`config.mk`:
```
export PLATFORM = sky130hd
export DESIGN_NAME = fade_transition_controller
export DESIGN_NICKNAME = d
export VERILOG_FILES = /design/src/rtl/ftc_pkg.sv /design/src/rtl/fade_transition_controller.sv
export VERILOG_INCLUDE_DIRS = /design/src /design/src/rtl
export SDC_FILE = /design/constraint.sdc
export NUM_CORES = 1
export LEC_CHECK = 0
export BUFFER_PORTS_ARGS = -buffer_cell sky130_fd_sc_hd__buf_2
export CORE_MARGIN = 3
export CORE_UTILIZATION = 57
export DETAILED_ROUTE_END_ITERATION = 8
export GPL_TIMING_DRIVEN = 0
export PLACE_DENSITY = 0.89
export SETUP_SLACK_MARGIN = 0.5
export SYNTH_ARGS = -nofsm -noshare
export SYNTH_HDL_FRONTEND = slang
export SYNTH_SLANG_ARGS = --single-unit
```
`constraint.sdc`:
```
create_clock -name clk -period 7.9 [get_ports clk]
set_clock_uncertainty 0.2 [all_clocks]
set_input_delay 1.185 -clock clk [delete_from_list [all_inputs] [get_ports clk]]
set_output_delay 1.185 -clock clk [all_outputs]
set_load 0.05 [all_outputs]
```
`src/rtl/fade_transition_controller_macros.svh`:
```
// Assertion macros shared by the fade transition controller RTL.
// Each macro expects signals named clk and rst_n in the including scope.
`ifndef FADE_TRANSITION_CONTROLLER_MACROS_SVH
`define FADE_TRANSITION_CONTROLLER_MACROS_SVH

// The consequent must hold in the same cycle as the antecedent.
`define FTC_ASSERT_SAME(label, ante, cons) \
    label: assert property (@(posedge clk) disable iff (!rst_n) (ante) |-> (cons)) \
        else $error("fade controller check failed");

// The consequent must hold in the cycle after the antecedent.
`define FTC_ASSERT_NEXT(label, ante, cons) \
    label: assert property (@(posedge clk) disable iff (!rst_n) (ante) |=> (cons)) \
        else $error("fade controller check failed");

`endif

```
`src/rtl/ftc_pkg.sv`:
```
// Package for the fade transition controller: widths, command and phase codes.
// Used by fade_transition_controller; depends on nothing else.
package ftc_pkg;

    localparam int THEME_BITS   = 8;
    localparam int OPACITY_BITS = 16;
    localparam int STEP_BITS    = 16;
    localparam int DT_BITS      = 10;
    localparam int CMD_BITS     = 2;
    localparam int PHASE_BITS   = 2;
    localparam int CFG_IDX_BITS = 1;
    localparam int PROD_BITS    = DT_BITS + STEP_BITS;
    localparam int SUM_BITS     = PROD_BITS + 1;

    localparam logic [OPACITY_BITS-1:0] OPACITY_FULL = '1;

    localparam logic [CFG_IDX_BITS-1:0] CFG_FADE_IN_STEP  = CFG_IDX_BITS'(0);
    localparam logic [CFG_IDX_BITS-1:0] CFG_FADE_OUT_STEP = CFG_IDX_BITS'(1);

    typedef enum logic [CMD_BITS-1:0] {
        CMD_TICK = 2'd0,
        CMD_SET  = 2'd1,
        CMD_SHOW = 2'd2,
        CMD_INIT = 2'd3
    } cmd_t;

    typedef enum logic [PHASE_BITS-1:0] {
        PHASE_STEADY   = 2'd0,
        PHASE_FADE_IN  = 2'd1,
        PHASE_FADE_OUT = 2'd2
    } phase_t;

endpackage

```
`src/rtl/fade_transition_controller.sv`:
```
// A word accepted into the input register moves into the state registers when it fires; its result is then offered.
// Throughput: one word per cycle; the input stalls only while a result waits to be taken.
// The input register feeds one multiply-add/subtract and clamp that updates the state registers,
// which drive the result fields directly while out_valid is high.
// Reset (asynchronous, active low): themes zero, phase steady, opacity full, steps zero,
// no word held. Depends on ftc_pkg and fade_transition_controller_macros.svh.
`include "fade_transition_controller_macros.svh"

module fade_transition_controller (
    input  logic                                clk,
    input  logic                                rst_n,
    input  logic                                cfg_write,
    input  logic [ftc_pkg::CFG_IDX_BITS-1:0]    cfg_index,
    input  logic [ftc_pkg::STEP_BITS-1:0]       cfg_data,
    input  logic                                in_valid,
    output logic                                in_ready,
    input  logic [ftc_pkg::CMD_BITS-1:0]        command,
    input  logic [ftc_pkg::THEME_BITS-1:0]      theme,
    input  logic [ftc_pkg::DT_BITS-1:0]         dt,
    output logic                                out_valid,
    input  logic                                out_ready,
    output logic [ftc_pkg::THEME_BITS-1:0]      shown_theme,
    output logic [ftc_pkg::THEME_BITS-1:0]      pending_theme,
    output logic [ftc_pkg::PHASE_BITS-1:0]      fade_phase,
    output logic [ftc_pkg::OPACITY_BITS-1:0]    opacity
);

    logic [ftc_pkg::STEP_BITS-1:0]       in_step_reg;
    logic [ftc_pkg::STEP_BITS-1:0]       out_step_reg;

    logic                                in_valid_reg;
    ftc_pkg::cmd_t                       cmd_reg;
    logic [ftc_pkg::THEME_BITS-1:0]      theme_reg;
    logic [ftc_pkg::DT_BITS-1:0]         dt_reg;

    logic                                out_valid_reg;
    logic [ftc_pkg::THEME_BITS-1:0]      current_theme_reg;
    logic [ftc_pkg::THEME_BITS-1:0]      requested_theme_reg;
    ftc_pkg::phase_t                     phase_reg;
    logic [ftc_pkg::OPACITY_BITS-1:0]    opacity_reg;

    logic [ftc_pkg::THEME_BITS-1:0]      current_theme_next;
    logic [ftc_pkg::THEME_BITS-1:0]      requested_theme_next;
    ftc_pkg::phase_t                     phase_next;
    logic [ftc_pkg::OPACITY_BITS-1:0]    opacity_next;

    logic                                fire;
    logic [ftc_pkg::STEP_BITS-1:0]       step_sel;
    logic [ftc_pkg::PROD_BITS-1:0]       product;
    logic [ftc_pkg::SUM_BITS-1:0]        raised;

    // A held word moves into the state registers when the result slot is free or being taken.
    assign fire     = in_valid_reg && (!out_valid_reg || out_ready);
    assign in_ready = !in_valid_reg || fire;

    assign out_valid     = out_valid_reg;
    assign shown_theme   = current_theme_reg;
    assign pending_theme = requested_theme_reg;
    assign fade_phase    = phase_reg;
    assign opacity       = opacity_reg;

    // Only one direction of fade is ever active, so one multiplier serves both.
    assign step_sel = (phase_reg == ftc_pkg::PHASE_FADE_IN) ? in_step_reg : out_step_reg;
    assign product  = ftc_pkg::PROD_BITS'(dt_reg) * ftc_pkg::PROD_BITS'(step_sel);
    assign raised   = ftc_pkg::SUM_BITS'(opacity_reg) + ftc_pkg::SUM_BITS'(product);

    always_comb
    begin
        current_theme_next   = current_theme_reg;
        requested_theme_next = requested_theme_reg;
        phase_next           = phase_reg;
        opacity_next         = opacity_reg;
        case (cmd_reg)
            ftc_pkg::CMD_TICK:
            begin
                case (phase_reg)
                    ftc_pkg::PHASE_FADE_IN:
                    begin
                        if (in_step_reg == '0 ||
                            raised >= ftc_pkg::SUM_BITS'(ftc_pkg::OPACITY_FULL))
                        begin
                            opacity_next = ftc_pkg::OPACITY_FULL;
                            phase_next   = ftc_pkg::PHASE_STEADY;
                        end
                        else
                        begin
                            opacity_next = raised[ftc_pkg::OPACITY_BITS-1:0];
                        end
                    end
                    ftc_pkg::PHASE_FADE_OUT:
                    begin
                        if (out_step_reg == '0 ||
                            product >= ftc_pkg::PROD_BITS'(opacity_reg))
                        begin
                            opacity_next = '0;
                            if (requested_theme_reg != current_theme_reg)
                            begin
                                current_theme_next = requested_theme_reg;
                                phase_next         = ftc_pkg::PHASE_FADE_IN;
                            end
                            else
                            begin
                                phase_next = ftc_pkg::PHASE_STEADY;
                            end
                        end
                        else
                        begin
                            opacity_next = opacity_reg - product[ftc_pkg::OPACITY_BITS-1:0];
                        end
                    end
                    default:
                    begin
                        phase_next = phase_reg;
                    end
                endcase
            end
            ftc_pkg::CMD_SET:
            begin
                requested_theme_next = theme_reg;
                if (theme_reg != current_theme_reg)
                begin
                    phase_next = ftc_pkg::PHASE_FADE_OUT;
                end
                else if (phase_reg == ftc_pkg::PHASE_FADE_OUT)
                begin
                    phase_next = ftc_pkg::PHASE_FADE_IN;
                end
            end
            ftc_pkg::CMD_SHOW:
            begin
                current_theme_next   = theme_reg;
                requested_theme_next = theme_reg;
                phase_next           = ftc_pkg::PHASE_FADE_IN;
                opacity_next         = '0;
            end
            default:
            begin
                current_theme_next   = theme_reg;
                requested_theme_next = theme_reg;
                phase_next           = ftc_pkg::PHASE_STEADY;
                opacity_next         = ftc_pkg::OPACITY_FULL;
            end
        endcase
    end

    always_ff @(posedge clk or negedge rst_n)
    begin
        if (!rst_n)
        begin
            in_step_reg  <= '0;
            out_step_reg <= '0;
        end
        else if (cfg_write)
        begin
            if (cfg_index == ftc_pkg::CFG_FADE_IN_STEP)
            begin
                in_step_reg <= cfg_data;
            end
            if (cfg_index == ftc_pkg::CFG_FADE_OUT_STEP)
            begin
                out_step_reg <= cfg_data;
            end
        end
    end

    always_ff @(posedge clk or negedge rst_n)
    begin
        if (!rst_n)
        begin
            in_valid_reg <= 1'b0;
        end
        else if (in_ready)
        begin
            in_valid_reg <= in_valid;
        end
    end

    always_ff @(posedge clk)
    begin
        if (in_valid && in_ready)
        begin
            cmd_reg   <= ftc_pkg::cmd_t'(command);
            theme_reg <= theme;
            dt_reg    <= dt;
        end
    end

    always_ff @(posedge clk or negedge rst_n)
    begin
        if (!rst_n)
        begin
            out_valid_reg       <= 1'b0;
            current_theme_reg   <= '0;
            requested_theme_reg <= '0;
            phase_reg           <= ftc_pkg::PHASE_STEADY;
            opacity_reg         <= ftc_pkg::OPACITY_FULL;
        end
        else
        begin
            if (fire)
            begin
                out_valid_reg       <= 1'b1;
                current_theme_reg   <= current_theme_next;
                requested_theme_reg <= requested_theme_next;
                phase_reg           <= phase_next;
                opacity_reg         <= opacity_next;
            end
            else if (out_ready)
            begin
                out_valid_reg <= 1'b0;
            end
        end
    end

    `FTC_ASSERT_NEXT(a_fire_gives_result, fire, out_valid_reg)
    `FTC_ASSERT_NEXT(a_steady_tick_holds,
        fire && cmd_reg == ftc_pkg::CMD_TICK && phase_reg == ftc_pkg::PHASE_STEADY,
        opacity_reg == $past(opacity_reg) && current_theme_reg == $past(current_theme_reg))
    `FTC_ASSERT_NEXT(a_init_full_steady,
        fire && cmd_reg == ftc_pkg::CMD_INIT,
        phase_reg == ftc_pkg::PHASE_STEADY && opacity_reg == ftc_pkg::OPACITY_FULL)
    `FTC_ASSERT_SAME(a_stalled_word_held, in_valid_reg && !fire, !in_ready)

endmodule
```
==> results.toml <==
[timing]
clock.fmax_mhz = 116
hold_viol = 0
fin_ws_ps = -698
post-route-period-util_pct = 109
rsz0062_at_grt = "yes"
fin_crit_ps = 8600
worst_pin_slew_ps = 1060
maxSlewHeadroom_pct = 29.5
finalSetupViolCount = 26
hold-worst-slack_ps = 314
drv_slew = 0

[global_route]
track_usage_pct = 31.7
grt_max_degree = 69
overflow = 0
first_global_vias = 10660
antenna_found_initial = 1
grt_pass1_wl_um = 55000

[synth]
synth_flop_cell = "dfrtp_1"
syn_area_um2 = 11400
synth_area_per_cell_um2 = 9.22
synth-edff-count = 20
ys_ff_latch = 88
yosysSeqAreaShare_pct = 20.3
ys_warn_count = 0
async_reset_ff_share_pct = 77.3
ys_types = 72
synth_fp_nets = 1503
netlist_instances = 1239

[setup_path]
reg2reg_from = "fade_phase[0]"
critPathLaunchType = "flip-flop"
cpMostUsedCell = "fa_1"
cp_max_fo = 8
arrival_ps = 8660
cp_slowest_cell = "fa_1"
crit_start = "fade_phase[0]"
end_kind = "flip-flop"
critPathMaxStageDelay_ps = 540
cp.required_ps = 7960
path_class = "reg -> reg"

[drt]
wl_um = 34500
drcViolationCount = 0
dr.pass1.iters = 6
post_drt_wl_per_cell_um = 20.9
via_per_inst = 6.26
via_count = 10354
drt_iter0_markers = 991
drtAntennaViolNets = 0

[place]
pre_cts_ws_ps = -1000
place_area_um2 = 12300
gp_congestion = 0.959
post-dp-hpwl_um = 23600
portBuffers = 77
placed_cells = 1581

[die]
ios = 78
fp.dieH_um = 148
rows = 51
coreArea_um2 = 19600
die_w_um = 148
initial_utilization_pct = 58.3
die-area_um2 = 21800

[clock_network]
path_clk_slew_ps = 80
cts_buffer_depth = 2
cts_made_buffers = 9
clkLatencyLatePin_ps = 370
ctsRootBufferMaster = "clkbuf_16"
cts_tree = "yes"
h-tree-depth = 3
postCtsHoldBufs = 0
cts.sink_count = 88

[cells_and_area]
final_cells = 1655
layout_common_cells = "inv_1, nand2_1, fa_1"
drive_above_1_share_pct = 25.6
design_area_um2 = 13600
diodes = 0
area_delta_synth_final_pct = 19.3
final_common_cell = "inv_1"
finalNetCount = 1649

[worst_hold_path]
min_path_type = "reg -> reg"
hp-start = "in_valid_reg"

[run]
cap_violations = 0

[outcome]
violations = "negative setup slack"
status = "finished with violations"
kinds of logic after synthesis:
group	count (synthesis)	synth area share (%)
flops	88	20.3
buf+inv	199	6.66
xor+xnor	62	4.75
simple gates	379	16.8
mux	74	7.28
fa+ha+maj	222	31.7
compound gates	215	12.6
cells in the mapped netlist, drive strengths merged (3+ instances only):
cell type  instances  area share, %
or3                5           0.27
nor2              44            1.4
nand4             13           0.71
o311ai             4           0.31
xor2              24            1.8
fa               112             20
nand3b             3           0.20
dfrtp             52             11
nand2            136            4.5
and2              83            4.5
clkbuf            32            1.1
o21bai             6           0.39
o2111ai            3           0.23
ha               110             12
o221ai             3           0.23
nor2b             11           0.60
a211oi             6           0.44
a21oi             64            2.9
nand3             12           0.53
dfstp             16            3.7
and4               4           0.31
nand2b            17           0.93
a41oi              3           0.23
o22ai              9           0.49
a211o              6           0.46
nor4              14           0.77
o21a               9           0.59
xnor2             38            2.9
o21ai             37            1.6
edfxtp            20            5.3
nor3              15           0.66
o211ai            10           0.66
inv              156            5.1
o31a               3           0.23
o31ai              5           0.45
a31oi             14           0.77
buf               11           0.48
mux2              73            7.2
or2                5           0.27
a21o              14           0.92
and3               8           0.44
stage by stage:
step,utilization (%),setup TNS (ps)
5_1_grt,69.6,-18210
6_report,69.6,-12540
4_1_cts,69.0,-4360
3_5_place_dp,63.0,-18430
3_3_place_gp,63.0,-16810
2_1_floorplan,-,-267
layout make-up:
cell class	count	area, um^2
tap	265	332
timing repair buffer	133	857
sequential	88	2320
buffer	43	284
clock inverter	7	72.6
multi-input combinational	954	8960
clock buffer	9	225
fill	1318	5950
inverter	156	586
metal layers:
metal / wire length (um) / global-route usage, % / vias to the layer above / share of wire [%]
li1: - / - / 4478 / -
met4: 1800 / 14.4 / 2 / 5.2
met3: 3100 / 6.77 / 162 / 9.0
met1: 12800 / 39.3 / 5102 / 37
met2: 16800 / 53.4 / 610 / 49
met5: 11 / 0 / - / 0.032
worst max-delay path: cells and delay by family (launching register included):
family                   cells  cell delay [ps]
AO/OA/AOI/OAI                6             1260
XOR/XNOR                     1              160
multiplexers                 2              550
adder cells (fa/ha/maj)      8             3220
flip-flops                   1              440
AND/OR/NAND/NOR              8             1710
buffers and inverters        8              940
final timing paths:
path | endpoint | slack (ps) | cells after the start
setup / recovery | fade_phase[0] | -700 | 33
hold reg to reg | out_valid | 310 | 1
setup reg to reg | fade_phase[0] | -700 | 33
min in group asynchronous | pending_theme[3] | 740 | 1
hold / removal | out_valid | 310 | 1
max in group asynchronous | fade_phase[1] | 6150 | 1
timing repair:
action                                  CTS  global route
gates cloned                              3             0
pin swaps                                67            14
endpoints found under the setup margin   26            26
endpoints found under the hold margin     0             0
setup buffers                            48             7
resized for setup                        96            20
Power is not shown: default switching activity piles up to over one toggle a cycle in this logic, so the estimate is an artifact.
